## src/rtl/assert_macros.svh

```systemverilog
// ----------------------------------------------------------------------------
// Assertion macros shared by the row max downscaler RTL
// Concurrent checks on clk, disabled during rst; empty in synthesis builds.
// ----------------------------------------------------------------------------
`ifndef ASSERT_MACROS_SVH
`define ASSERT_MACROS_SVH

`ifndef SYNTHESIS

// Same-cycle implication
`define ASSERT_IMPLIES(lbl, ante, cons, msg) \
  lbl: assert property (@(posedge clk) disable iff (rst) (ante) |-> (cons)) \
    else $error(msg);

// Next-cycle implication
`define ASSERT_NEXT(lbl, ante, cons, msg) \
  lbl: assert property (@(posedge clk) disable iff (rst) (ante) |=> (cons)) \
    else $error(msg);

`else

`define ASSERT_IMPLIES(lbl, ante, cons, msg)
`define ASSERT_NEXT(lbl, ante, cons, msg)

`endif

`endif

```

## src/rtl/wrd_pkg.sv

```systemverilog
`timescale 1ns / 1ps
// ----------------------------------------------------------------------------
// wrd_pkg
// Constants and types for the waterfall row max downscaler.
// ----------------------------------------------------------------------------
package wrd_pkg;

  // Display geometry
  localparam int         DISPLAY_COLUMNS = 240;
  localparam logic [7:0] LAST_COLUMN     = 8'(DISPLAY_COLUMNS - 1);

  // Configuration register indexes and reset values
  localparam int         CFG_INDEX_W     = 4;
  localparam logic [3:0] CFG_BIN_COUNT   = 4'd0;
  localparam logic [3:0] CFG_PASSES      = 4'd1;
  localparam int         BIN_CFG_W       = 11;
  localparam int         PASS_CFG_W      = 3;
  localparam logic [10:0] BIN_COUNT_RESET = 11'd448;
  localparam logic [2:0]  PASSES_RESET    = 3'd2;

  // Clamp limits
  localparam int MIN_BINS   = 4;
  localparam int MAX_PASSES = 4;

  // Reciprocal of DISPLAY_COLUMNS, scaled by 2^RECIP_SHIFT and rounded down
  localparam int RECIP_SHIFT = 16;
  localparam int RECIP       = 273;

  // Row restart sequencer
  typedef enum logic [1:0] {
    RS_IDLE,
    RS_MUL,
    RS_DIV,
    RS_LOAD
  } restart_state_t;

  // One emitted column
  typedef struct packed {
    logic [7:0] index;
    logic [7:0] value;
    logic       run_last;
    logic       row_end;
  } col_result_t;

endpackage

```

## src/rtl/wrd_column_pool.sv

```systemverilog
`timescale 1ns / 1ps
`include "assert_macros.svh"
// ----------------------------------------------------------------------------
// wrd_column_pool
// Column max-pooling unit: takes one collapsed bin peak at a time and emits
// the display columns closing on that bin, one per cycle while out_free.
// ----------------------------------------------------------------------------
module wrd_column_pool
  import wrd_pkg::*;
#(
  parameter int SW = 12
) (
  input  logic              clk,
  input  logic              rst,
  input  logic              restart,
  input  logic [SW-1:0]     step_q,
  input  logic [7:0]        step_r,
  input  logic              item_valid,
  input  logic [7:0]        item_v,
  input  logic [SW-1:0]     item_b,
  output logic              item_take,
  input  logic              out_free,
  output logic              emit,
  output col_result_t       result
);

  // Held bin
  logic          e_valid;
  logic          e_fresh;
  logic [7:0]    e_v;
  logic [SW-1:0] e_b;

  // Column state: s0..s2 are the start bins of columns x, x+1 and x+2,
  // r2 the remainder of (x+2)*B over the column count
  logic [7:0]    col_x;
  logic [7:0]    col_peak;
  logic [SW-1:0] s0, s1, s2;
  logic [7:0]    r2;

  logic [SW-1:0] b1;
  logic [SW-1:0] end_cur;
  logic [SW-1:0] end_nxt;
  logic [7:0]    peak_eff;
  logic          hit;
  logic          last_col;
  logic          run_last_c;
  logic          done;
  logic [8:0]    r_sum;
  logic          r_wrap;
  logic [7:0]    r2_step;
  logic [SW-1:0] s2_step;
  logic [8:0]    r_dbl;
  logic          i_wrap;
  logic [7:0]    i_r2;
  logic [SW-1:0] i_s2;

  // Column boundaries and emit decision
  always_comb begin
    b1         = e_b + SW'(1);
    end_cur    = (s1 > s0) ? s1 : s0 + SW'(1);
    end_nxt    = (s2 > s1) ? s2 : s1 + SW'(1);
    peak_eff   = (e_fresh && (e_v > col_peak)) ? e_v : col_peak;
    hit        = e_valid && (b1 >= end_cur);
    last_col   = (col_x == LAST_COLUMN);
    run_last_c = last_col || (b1 < end_nxt);
    emit       = hit && out_free;
    done       = e_valid && (!hit || (out_free && run_last_c));
    item_take  = !e_valid || done;
  end

  // Next column start: add B/240 as quotient and remainder
  always_comb begin
    r_sum   = {1'b0, r2} + {1'b0, step_r};
    r_wrap  = (r_sum >= 9'(DISPLAY_COLUMNS));
    r2_step = r_wrap ? 8'(r_sum - 9'(DISPLAY_COLUMNS)) : r_sum[7:0];
    s2_step = s2 + step_q + SW'(r_wrap);
  end

  // Start of column two for a fresh row
  always_comb begin
    r_dbl  = {step_r, 1'b0};
    i_wrap = (r_dbl >= 9'(DISPLAY_COLUMNS));
    i_r2   = i_wrap ? 8'(r_dbl - 9'(DISPLAY_COLUMNS)) : r_dbl[7:0];
    i_s2   = (step_q << 1) + SW'(i_wrap);
  end

  always_comb begin
    result.index    = col_x;
    result.value    = peak_eff;
    result.run_last = run_last_c;
    result.row_end  = last_col;
  end

  // Held bin control
  always_ff @(posedge clk) begin
    if (rst || restart) begin
      e_valid <= 1'b0;
    end else if (item_take) begin
      e_valid <= item_valid;
    end
  end

  always_ff @(posedge clk) begin
    if (item_take) begin
      e_fresh <= 1'b1;
      e_v     <= item_v;
      e_b     <= item_b;
    end else if (emit) begin
      e_fresh <= 1'b0;
    end
  end

  // Column counter and running peak
  always_ff @(posedge clk) begin
    if (rst || restart || (emit && last_col)) begin
      col_x    <= '0;
      col_peak <= '0;
    end else if (emit) begin
      col_x    <= col_x + 8'd1;
      col_peak <= (s1 <= e_b) ? e_v : 8'd0;
    end else if (e_valid && !hit) begin
      col_peak <= peak_eff;
    end
  end

  // Column start bins
  always_ff @(posedge clk) begin
    if (restart || (emit && last_col)) begin
      s0 <= '0;
      s1 <= step_q;
      s2 <= i_s2;
      r2 <= i_r2;
    end else if (emit) begin
      s0 <= s1;
      s1 <= s2;
      s2 <= s2_step;
      r2 <= r2_step;
    end
  end

  `ASSERT_NEXT(a_item_stays, emit && !result.run_last && !restart, e_valid,
    "bin released before its last column")
  `ASSERT_IMPLIES(a_starts_ordered, e_valid, s1 >= s0, "column starts out of order")
  `ASSERT_IMPLIES(a_rem_range, e_valid, r2 < 8'(DISPLAY_COLUMNS),
    "column start remainder out of range")

endmodule
```

## config.mk

```make
export PLATFORM = sky130hd
export DESIGN_NAME = wrd_column_pool
export DESIGN_NICKNAME = d
export VERILOG_FILES = /design/src/rtl/wrd_pkg.sv /design/src/rtl/wrd_column_pool.sv
export VERILOG_INCLUDE_DIRS = /design/src /design/src/rtl
export SDC_FILE = /design/constraint.sdc
export NUM_CORES = 1
export LEC_CHECK = 0
export ABC_AREA = 1
export BUFFER_PORTS_ARGS = -buffer_cell sky130_fd_sc_hd__buf_2
export CORE_MARGIN = 2
export CORE_UTILIZATION = 50
export CTS_CLUSTER_DIAMETER = 200
export DETAILED_ROUTE_END_ITERATION = 10
export GPL_ROUTABILITY_DRIVEN = 0
export GPL_TIMING_DRIVEN = 0
export PLACE_DENSITY_LB_ADDON = 0.2
export SETUP_SLACK_MARGIN = 0.2
export SLEW_MARGIN = 25
export SYNTH_ARGS = -nofsm -noshare
export SYNTH_HDL_FRONTEND = slang
export SYNTH_SLANG_ARGS = --single-unit
```

## constraint.sdc

```tcl
create_clock -name clk -period 6.2 [get_ports clk]
set_clock_uncertainty 0.15 [all_clocks]
set_input_delay 0.62 -clock clk [delete_from_list [all_inputs] [get_ports clk]]
set_output_delay 0.62 -clock clk [all_outputs]
set_load 0.02 [all_outputs]
```

==> out/summary.md, run 1 <==
The flow ran to the end, and the final reports show no timing, DRC or antenna violations. The startpoint type of the worst setup path was a flop. For the filler cell count, the log shows 1245. The run gives 4.61 ns as the arrival time at the worst endpoint. The logs give 0 for the max-capacitance violation count and 0 for the count of warnings emitted by yosys. The library cell with the largest summed area after synthesis is sky130_fd_sc_hd__edfxtp_1. The switching share of power was 0.373; the global router's overall resource usage was 0.229. In this run the deepest clock path goes through 2 buffers. Once layout is done, the placed cells without fillers occupy 0.00752 mm2. The footprint of the flip-flops and latches was 0.00216 mm2.

The tools report the share of power burned in registers as 0.364. The first TritonRoute pass finished after 5 iterations. The tools report the total core area as 0.0132 mm2. After clock tree synthesis, the clock-pin slew on the worst setup and hold paths is 0.06 ns. IR analysis of the VDD net gives a maximum drop of 192 uV. The headroom to the max-slew limit is 0.375, and the average detailed-routed wire length per instance is 14.3 um.

The max-slew violation count was 0; the worst hold path stage count was 1. For this run, design rule violations remaining after detail routing come to 0. The global routing met2 resource utilization is 0.382, and the overall die width is 120 um. Setup repair after global routing left no endpoint under its margin. The actual transition at the worst max-transition pin was 0.927 ns.

The number of flops mapped to enable cells by yosys came out at 52. Core occupancy in the finished layout: 0.570. For the cell count after synthesis, the log shows 852. Row generation in the floorplan step produced 42 rows. The die covers 0.0144 mm2. Counting cells, the worst reg-to-reg path comes to 20. The run gives 0 as the antenna cell count.

The type of the setup path with the least slack is flop to output port. Effective utilization at floorplan: 0.509. The synthesized netlist contains 55 unique library cells. For this block, the via count after detailed routing is 5870. Summing every instance area after synthesis gives 0.00671 mm2. The number of nets in the synthesized netlist is 991.

After global routing the overflow that remains totals 0. The async set or reset register ratio after synthesis was 0. The H-tree was split into 3 levels. The routing usage on met3 was 0.0409; the maximum clock frequency was 186 MHz.

For the final hold violation count, the log shows 0. For the maximum number of pins on one net before global-route repair, the log shows 33. The final number of setup-violating endpoints is 0. For this design the top-level I/O count stands at 65.

For this run, the slowest stage of the critical path takes 0.44 ns. The signal on the critical path passes through clkbuf_1 > inv_1 > ha_1 > nand4_1 > nor3_1 > nand2_1 > nand2_1 > clkbuf_1 > o21ai_0 > o21ai_0 > ha_1 > nand3_1 > a31oi_1 > a2111oi_0 > nand2_1 > nand2_1 > nand2_1 > nand2_2 > buf_2. The run gives 0.819 ns as the final worst-path setup slack. The cell type of the slowest stage on the worst timing path is sky130_fd_sc_hd__edfxtp_1. Most instantiated flip-flop cell in the synthesis netlist: sky130_fd_sc_hd__edfxtp_1. The power per cell area came out at 253 mW/mm2.

Share of power burned in the clock network: 0.259. Sequential fraction of the synthesis area: 0.322. The number of vias per cell after detailed routing works out to 5.30. The first routing iteration left 301 violations.

Worst min-delay path category: input pin to flop. The hold-fix buffer count after cts is 0. The count of nets left with antenna violations once routing finished came out at 0.

Register bit count reported by yosys: 82. The total placed instance area was 0.00725 mm2. TritonCTS built the clock tree. In this run the tool buffered the top-level ports with 64 buffer cells. CTS saw 82 sinks. Adding up every negative setup slack in the final design gives 0 ns. The analysis attributes to cell leakage a power of 3.43 nW. Post-CTS repair changed the size of 0 cells. The tools report the cell at the root of the clock tree as sky130_fd_sc_hd__clkbuf_16. Once the clock tree was built, the setup fixing pass inserted 0 buffers. Summed over all layers, the routed wires come to 15800 um. The via count of the first global-routing pass was 5496. The most used cell along the critical path was sky130_fd_sc_hd__nand2_1.

The share of cells above drive strength 1 was 0.133; the first-pass GRT wire length was 26300 um. The busiest layer in global routing was met2. Clock tree synthesis inserted a total of 9 buffers. A synthesized cell averages 7.88 um2. The share of the clock period used by the worst path was 0.868; the detailed placer's ending HPWL was 12300 um.

The required time of the worst setup path is 5.43 ns. From synthesis to final layout, the design area changed by 12.1%. The fraction of post-synthesis cell area in the top cell type by area is 0.233. In the post-synthesis netlist, the biggest area contributors are sky130_fd_sc_hd__edfxtp_1 23%, sky130_fd_sc_hd__ha_1 17%, sky130_fd_sc_hd__nand2_1 11%, sky130_fd_sc_hd__dfxtp_1 9.0%, sky130_fd_sc_hd__inv_1 6.2%. The routed design could run at a clock period as short as 5.38 ns.

Met1 track utilization from global routing: 0.305. For the fraction of power consumed by combinational cells, the log shows 0.377. The overall power after layout was 1.91 mW; the height of the die was 120 um.

The clock reaches the later pin of the worst-skew pair after 0.35 ns. At the placement stage, the worst setup path has a slack of 0.875 ns. In the final design database the tool counted 1066 nets. The maximum fanout count along the critical path is 22. The area of the multi-input gates is 0.00400 mm2.

The total net switching power was 0.711 mW. STA classifies the critical path endpoint as an output port. The tools report the initial antenna violation count as 0. For the cell-internal power, the log shows 1.20 mW.
[critical path, delay by kind of cell, from the launching register on]
family	cells	cell delay, ns
and+or+nand+nor	9	1.45
buffers and inverters	4	1.02
AOI/OAI and AO/OA	4	0.73
adders and majority gates	2	0.60
DFF	1	0.44
[layout by cell type, fill, tap and decap left out, types with 2 or more instances in the layout]
master / instances
sky130_fd_sc_hd__nand2_2: 7
sky130_fd_sc_hd__inv_2: 4
sky130_fd_sc_hd__clkbuf_1: 8
sky130_fd_sc_hd__o22a_1: 7
sky130_fd_sc_hd__o2111ai_1: 2
sky130_fd_sc_hd__edfxtp_1: 52
sky130_fd_sc_hd__nand2_4: 2
sky130_fd_sc_hd__buf_4: 5
sky130_fd_sc_hd__o31ai_1: 3
sky130_fd_sc_hd__nand3_1: 37
sky130_fd_sc_hd__nand4_1: 8
sky130_fd_sc_hd__clkinv_4: 2
sky130_fd_sc_hd__nor3_2: 4
sky130_fd_sc_hd__dfxtp_1: 30
sky130_fd_sc_hd__a21oi_1: 80
sky130_fd_sc_hd__buf_2: 71
sky130_fd_sc_hd__a31oi_1: 3
sky130_fd_sc_hd__o21a_1: 4
sky130_fd_sc_hd__nor3_1: 9
sky130_fd_sc_hd__nor4_1: 2
sky130_fd_sc_hd__nand2_1: 188
sky130_fd_sc_hd__ha_1: 91
sky130_fd_sc_hd__clkinv_2: 2
sky130_fd_sc_hd__clkbuf_16: 9
sky130_fd_sc_hd__o21ai_0: 49
sky130_fd_sc_hd__o21ai_1: 22
sky130_fd_sc_hd__nor2_2: 2
sky130_fd_sc_hd__fa_1: 3
sky130_fd_sc_hd__nor2_1: 52
sky130_fd_sc_hd__o211ai_1: 3
sky130_fd_sc_hd__inv_1: 111
sky130_fd_sc_hd__xnor2_1: 7
sky130_fd_sc_hd__xor2_1: 28
[cell type report]
class                   instances  area share
repair buffers                 64      0.0426
multi-input cells             634       0.532
well taps                     176      0.0293
clock buffers                  12      0.0314
clock inverters                 4     0.00399
inverters                     118      0.0594
flip-flops and latches         82       0.287
plain buffers                  18      0.0136
[synth_stat cells, drive strengths merged, types with 2 or more instances]
cell type,number
inv,116
clkinv,2
o211ai,3
nand2,197
nand4,9
dfxtp,30
nand3,38
edfxtp,52
o21ai,71
o22a,7
nor2,55
o2111ai,2
clkbuf,5
o31ai,3
xnor2,7
nor4,2
a31oi,4
xor2,30
ha,91
fa,3
o21a,4
o21bai,2
nor3,13
buf,13
a21oi,82
[path summary, 6_finish.rpt]
path / from / endpoint / slack, ns
max: s1[6] / item_take / 0.82
min: item_b[1] / e_b[1] / 0.30
max reg2reg: s1[3] / s1[7] / 0.97
min reg2reg: s0[8] / s0[8] / 0.31
[routing by layer]
metal / up-vias / routed length, um / share of wire
met5: - / 0 / 0
met4: 0 / 259 / 0.016
met3: 16 / 634 / 0.040
met2: 113 / 7460 / 0.47
met1: 2697 / 7460 / 0.47
li1: 3044 / - / -
[logic make-up (layout without fill, tap and decap cells)]
logic type / after synthesis / in the layout / share of synthesized area
compound gates: 186 / 186 / 0.161
xor+xnor: 37 / 37 / 0.0522
fa+ha+maj: 94 / 94 / 0.179
buf+inv: 136 / 216 / 0.0819
flops: 82 / 82 / 0.322
simple gates: 317 / 317 / 0.204
[through the flow]
step	hold WS, ns	std cells
floorplan	0.289	852
global route	0.287	1108
finish	0.296	1108
global placement	0.298	1092
CTS	0.286	1108
detailed placement	0.302	1092
[power groups by stage]
| stage | clock network, mW | registers [mW] | logic, mW |
|---|---|---|---|
| floorplan | 0 | 0.683 | 0.559 |
| global placement | 0 | 0.704 | 0.703 |
| detailed placement | 0 | 0.704 | 0.716 |
| CTS | 0.506 | 0.693 | 0.721 |
| global route | 0.525 | 0.700 | 0.833 |
| finish | 0.494 | 0.693 | 0.719 |
[registers in the layout (all words and copies together), names as in the netlist]
| signal | count |
|---|---|
| s2 | 12 |
| col_x | 8 |
| e_b | 12 |
| col_peak | 8 |
| r2 | 8 |
| e_v | 8 |
| s0 | 12 |
| s1 | 12 |
| e_valid | 1 |
| e_fresh | 1 |
Note: power is estimated with default switching activity, not from simulation.
==> run 2, diff against run 1 <==
--- a/config.mk
+++ b/config.mk
@@ -6,10 +6,9 @@
 export SDC_FILE = /design/constraint.sdc
 export NUM_CORES = 1
 export LEC_CHECK = 0
-export ABC_AREA = 1
 export BUFFER_PORTS_ARGS = -buffer_cell sky130_fd_sc_hd__buf_2
 export CORE_MARGIN = 2
-export CORE_UTILIZATION = 50
+export CORE_UTILIZATION = 35
 export CTS_CLUSTER_DIAMETER = 200
 export DETAILED_ROUTE_END_ITERATION = 10
 export GPL_ROUTABILITY_DRIVEN = 0
==> run 2 against run 1 <==
- register-to-register slack got worse by 0.39 ns
- clock-buffer cell count decreased by 2
- combinational power decreased by 1%
- final area increased by 3.2%
- die area increased by 42%
- critical endpoint is now s2[10]
- routed wire length increased by 8.7%
- largest power group unchanged
- sequential share of layout area decreased by 0.90 points
==> out/summary.md, run 2 <==
The flow ran to the end, and the final reports show no timing, DRC or antenna violations. The power per cell area came out at 249 mW/mm2 (-1.8%). The register bit count reported by yosys came out at 82 (unchanged). The min-delay analysis places its worst path in the category input pin to flop. The global routing stage identified its most utilized layer as met2. The setup fix buffers added after clock tree synthesis is 0 (unchanged). STA classifies the critical path startpoint as an input pin.

For the final number of setup-violating endpoints, the log shows 0 (unchanged). The initial antenna violation count came out at 0 (unchanged). The tools report the total number of nets in the final design as 964 (-9.6%). The register-to-register setup slack came out at 0.58 ns (-0.39 ns). The share of cell area taken by muxes after synthesis is 0.0430 (+0.0430).

The run gives 296 (-1.7%) as the number of DRC violations after detailed-routing iteration 0. The tree is rooted in a sky130_fd_sc_hd__clkbuf_16. The final hold violation count is 0 (unchanged). The met1 track utilization from global routing is 0.244 (-0.0613). Ranked by instance count, the synthesized netlist is headed by 91 x sky130_fd_sc_hd__ha_1, 83 x sky130_fd_sc_hd__nand2_1, 57 x sky130_fd_sc_hd__a21oi_1, 57 x sky130_fd_sc_hd__inv_1, 52 x sky130_fd_sc_hd__edfxtp_1.

The tightest hold margin came out at 0.288 ns (-0.00829 ns). The height of the die was 143 um (+19%); the pre-CTS worst setup slack was -0.0323 ns (-0.907 ns). In this run the worst setup path terminates at s2[10]. The overall die width came out at 143 um (+19%). The actual transition at the worst max-transition pin is 0.921 ns (-0.00611 ns). For this run, the leading register cell type out of synthesis is sky130_fd_sc_hd__edfxtp_1. The effective utilization at floorplan was 0.358 (-0.150); the growth of design area from synthesis to finish was 15.1%. The count of boundary I/O pins was 65 (unchanged). For the number of sinks handled by clock tree synthesis, the log shows 82 (unchanged). The detailed-routing iteration count for the pre-antenna-repair pass is 5 (unchanged). The detailed placer's ending HPWL is 13300 um (+8.3%), and the first-pass GRT wire length is 27900 um (+6.1%).

The total core area was 0.0188 mm2 (+43%); the async set or reset register ratio after synthesis was 0 (unchanged). The logs give 29 (-12%) for the maximum number of pins on one net before global-route repair and 748 (-12%) for the cell count after synthesis. The worst register-to-register path ends at s2[10]. TritonCTS built the clock tree.

The run gives 0.35 ns (about the same) as the clock latency on the worst-skew pair. Yosys attributes the largest share of cell area to sky130_fd_sc_hd__edfxtp_1 23%, sky130_fd_sc_hd__ha_1 17%, sky130_fd_sc_hd__dfxtp_1 8.9%, sky130_fd_sc_hd__xnor2_1 4.7%, sky130_fd_sc_hd__nand2_1 4.6%. Most frequent standard cell in the layout excluding fill and tap cells: sky130_fd_sc_hd__ha_1.

Routing usage on met3: 0.0332 (-0.00768). The tools report the category of the worst setup path capture point as a flop. The fraction of post-synthesis cell area in the top cell type by area came out at 0.231 (-0.00125). The count of warnings emitted by yosys was 0 (unchanged). The footprint of the flip-flops and latches is 0.00216 mm2 (unchanged), and the via count of the first global-routing pass is 5366 (-2.4%).

The logs give 0 (unchanged) for the post-route DRC violation count and 143 uV (-25%) for the worst vdd rail ir drop. The top cell types in the final layout, fill and taps aside, are 91 x sky130_fd_sc_hd__ha_1, 83 x sky130_fd_sc_hd__nand2_1, 72 x sky130_fd_sc_hd__buf_2. The clock transition at the registers of the reported paths was 0.07 ns (about the same). Number of cells traversed by the worst register-to-register path: 21 (+5.0%).

The critical register-to-register path startpoint is r2[0]. By area, the combinational part of the netlist is dominated by adder cells. The filler cell count came out at 1907 (+53%). Count of buffers inserted at the top-level ports: 64 (unchanged). The share of the clock period used by the worst path works out to 0.908 (+0.0405).

The sequential fraction of the synthesis area was 0.320 (-0.00173); the clock tree buffer depth was 2 (unchanged). The CTS buffer count came out at 9 (unchanged). Arrival time at the worst endpoint: 5.66 ns (+1.05 ns). Most numerous cell in the Yosys netlist: sky130_fd_sc_hd__ha_1. The tools report the global router's overall resource usage as 0.175 (-0.0543). The run gives 887 (-10%) as the net count after synthesis. Post-synthesis area per instance: 9.02 um2 (+15%).

The synthesized-area fraction occupied by adder cells was 0.178 (-0.000961). The synthesized design spends more area on one cell type than any other, namely sky130_fd_sc_hd__edfxtp_1. The headroom to the max-slew limit is 0.383 (+0.00797). The average detailed-routed wire length per instance was 15.8 um (+10%); the number of flops mapped to enable cells by yosys was 52 (unchanged).

The basic-gate share of the synthesized area counting and, or, nand and nor cells was 0.175 (-0.0287). The run gives 17200 um (+8.7%) as the overall routed net length. For the overall via count from detail_route, the log shows 5590 (-4.8%).

The tools report the site row count as 50 (+19%). Global routing met2 resource utilization: 0.278 (-0.104). The post-route antenna net violation count was 0 (unchanged); the maximum clock frequency was 178 MHz (-4.5%). The post-synthesis instance area is 0.00675 mm2 (+0.54%). The compound-gate portion of the synthesized area came out at 0.170 (+0.00878). The number of vias per cell after detailed routing was 5.13 (-3.2%); the area of the multi-input gates was 0.00430 mm2 (+7.3%). The antenna cell count is 0 (unchanged), and the maximum fanout count along the critical path is 4 (-82%).

Core occupancy in the finished layout: 0.412 (-0.158). The tools report the total congestion overflow after global routing as 0 (unchanged). The cell leakage power is 3.26 nW (-5.1%). The post-synthesis xor/xnor area fraction was 0.0662 (+0.0140).

Setup repair after global routing could not meet its margin everywhere. The max-slew violation count was 0 (unchanged); the max-capacitance violation count was 0 (unchanged). The logs give 64 (+16%) for the count of different cell masters after synthesis and 0.0204 mm2 (+42%) for the die outline area. The run gives 3 (unchanged) as the H-tree depth.

The final worst-path setup slack was 0.568 ns (-0.251 ns). The type of the setup path with the least slack was input pin to flop. The final period demand of the worst path is 5.63 ns (+0.251 ns).

The overall power after layout is 1.93 mW (+1.4%), and the share of cells above drive strength 1 is 0.142 (+0.00912). The critical path startpoint was step_r[0]. The tools report the required time of the worst setup path as 6.23 ns (+0.80 ns).
## run 2: what timing repair did
action	in CTS	in global routing
resized for setup	0	6
endpoints found under the setup margin	0	4
hold buffers	0	0
## run 2: stage by stage
| step | cell area, um2 | TNS, ns | instances |
|---|---|---|---|
| after global placement | 7390 | -0.510 | 1072 |
| after CTS | 7750 | 0 | 1090 |
| after global routing | 7770 | 0 | 1090 |
| final | 7770 | 0 | 1090 |
| after detailed placement | 7460 | -0.0323 | 1074 |
| after floorplan | 6750 | 0 | 748 |
## run 2: how the worst min path moves through the flow
stage,startpoint,end,slack [ns],cells after the start
final,item_v[0],e_v[0],0.29,1
after global routing,item_v[3],e_v[3],0.27,1
after CTS,item_v[0],e_v[0],0.28,1
after detailed placement,e_fresh,e_fresh,0.30,1
after global placement,e_fresh,e_fresh,0.30,1
after floorplan,e_fresh,e_fresh,0.28,1
## run 2: where the power goes
part	switching, mW	internal, mW	leakage, nW	total [mW]
Combinational	0.408	0.305	2.34	0.712
Clock	0.227	0.295	0.148	0.522
Sequential	0.0591	0.640	0.770	0.700
## run 2: cells by family (layout without fill, tap and decap cells)
| kind of cell | after synthesis | in the layout |
|---|---|---|
| multiplexers | 28 | 28 |
| AND/OR/NAND/NOR | 242 | 242 |
| buffers and inverters | 77 | 159 |
| flip-flops | 82 | 82 |
| XOR/XNOR | 51 | 51 |
| adder cells (fa/ha/maj) | 94 | 94 |
| AO/OA/AOI/OAI | 174 | 174 |
## run 2: layer usage
layer	routed length [um]	vias up
met2	7890	87
met1	8490	2605
met4	201	0
met3	593	15
met5	0	-
li1	-	2883
## run 2: final cells by class
class,instances,area share
Multi-Input combinational cell,589,0.553
Sequential cell,82,0.278
Timing Repair Buffer,66,0.0474
Buffer,19,0.0139
Inverter,58,0.0280
Clock buffer,10,0.0322
Tap cell,260,0.0419
Clock inverter,6,0.00499
## run 2: critical path, stage by stage
cell and delay [ns]:
sky130_fd_sc_hd__buf_2 0.11, sky130_fd_sc_hd__ha_1 0.23, sky130_fd_sc_hd__fa_1 0.42, sky130_fd_sc_hd__a21o_1 0.22, sky130_fd_sc_hd__a21oi_1 0.31, sky130_fd_sc_hd__xor2_1 0.18, sky130_fd_sc_hd__inv_1 0.13, sky130_fd_sc_hd__ha_1 0.23
sky130_fd_sc_hd__nor4b_2 0.27, sky130_fd_sc_hd__o21ai_0 0.12, sky130_fd_sc_hd__and4_1 0.23, sky130_fd_sc_hd__o21ai_1 0.29, sky130_fd_sc_hd__inv_1 0.10, sky130_fd_sc_hd__fa_1 0.42, sky130_fd_sc_hd__fa_1 0.41, sky130_fd_sc_hd__nor2b_1 0.13
sky130_fd_sc_hd__o21ai_0 0.12, sky130_fd_sc_hd__a21o_1 0.24, sky130_fd_sc_hd__a311oi_1 0.41, sky130_fd_sc_hd__o21a_1 0.19, sky130_fd_sc_hd__nor3_1 0.05, sky130_fd_sc_hd__o31ai_1 0.23
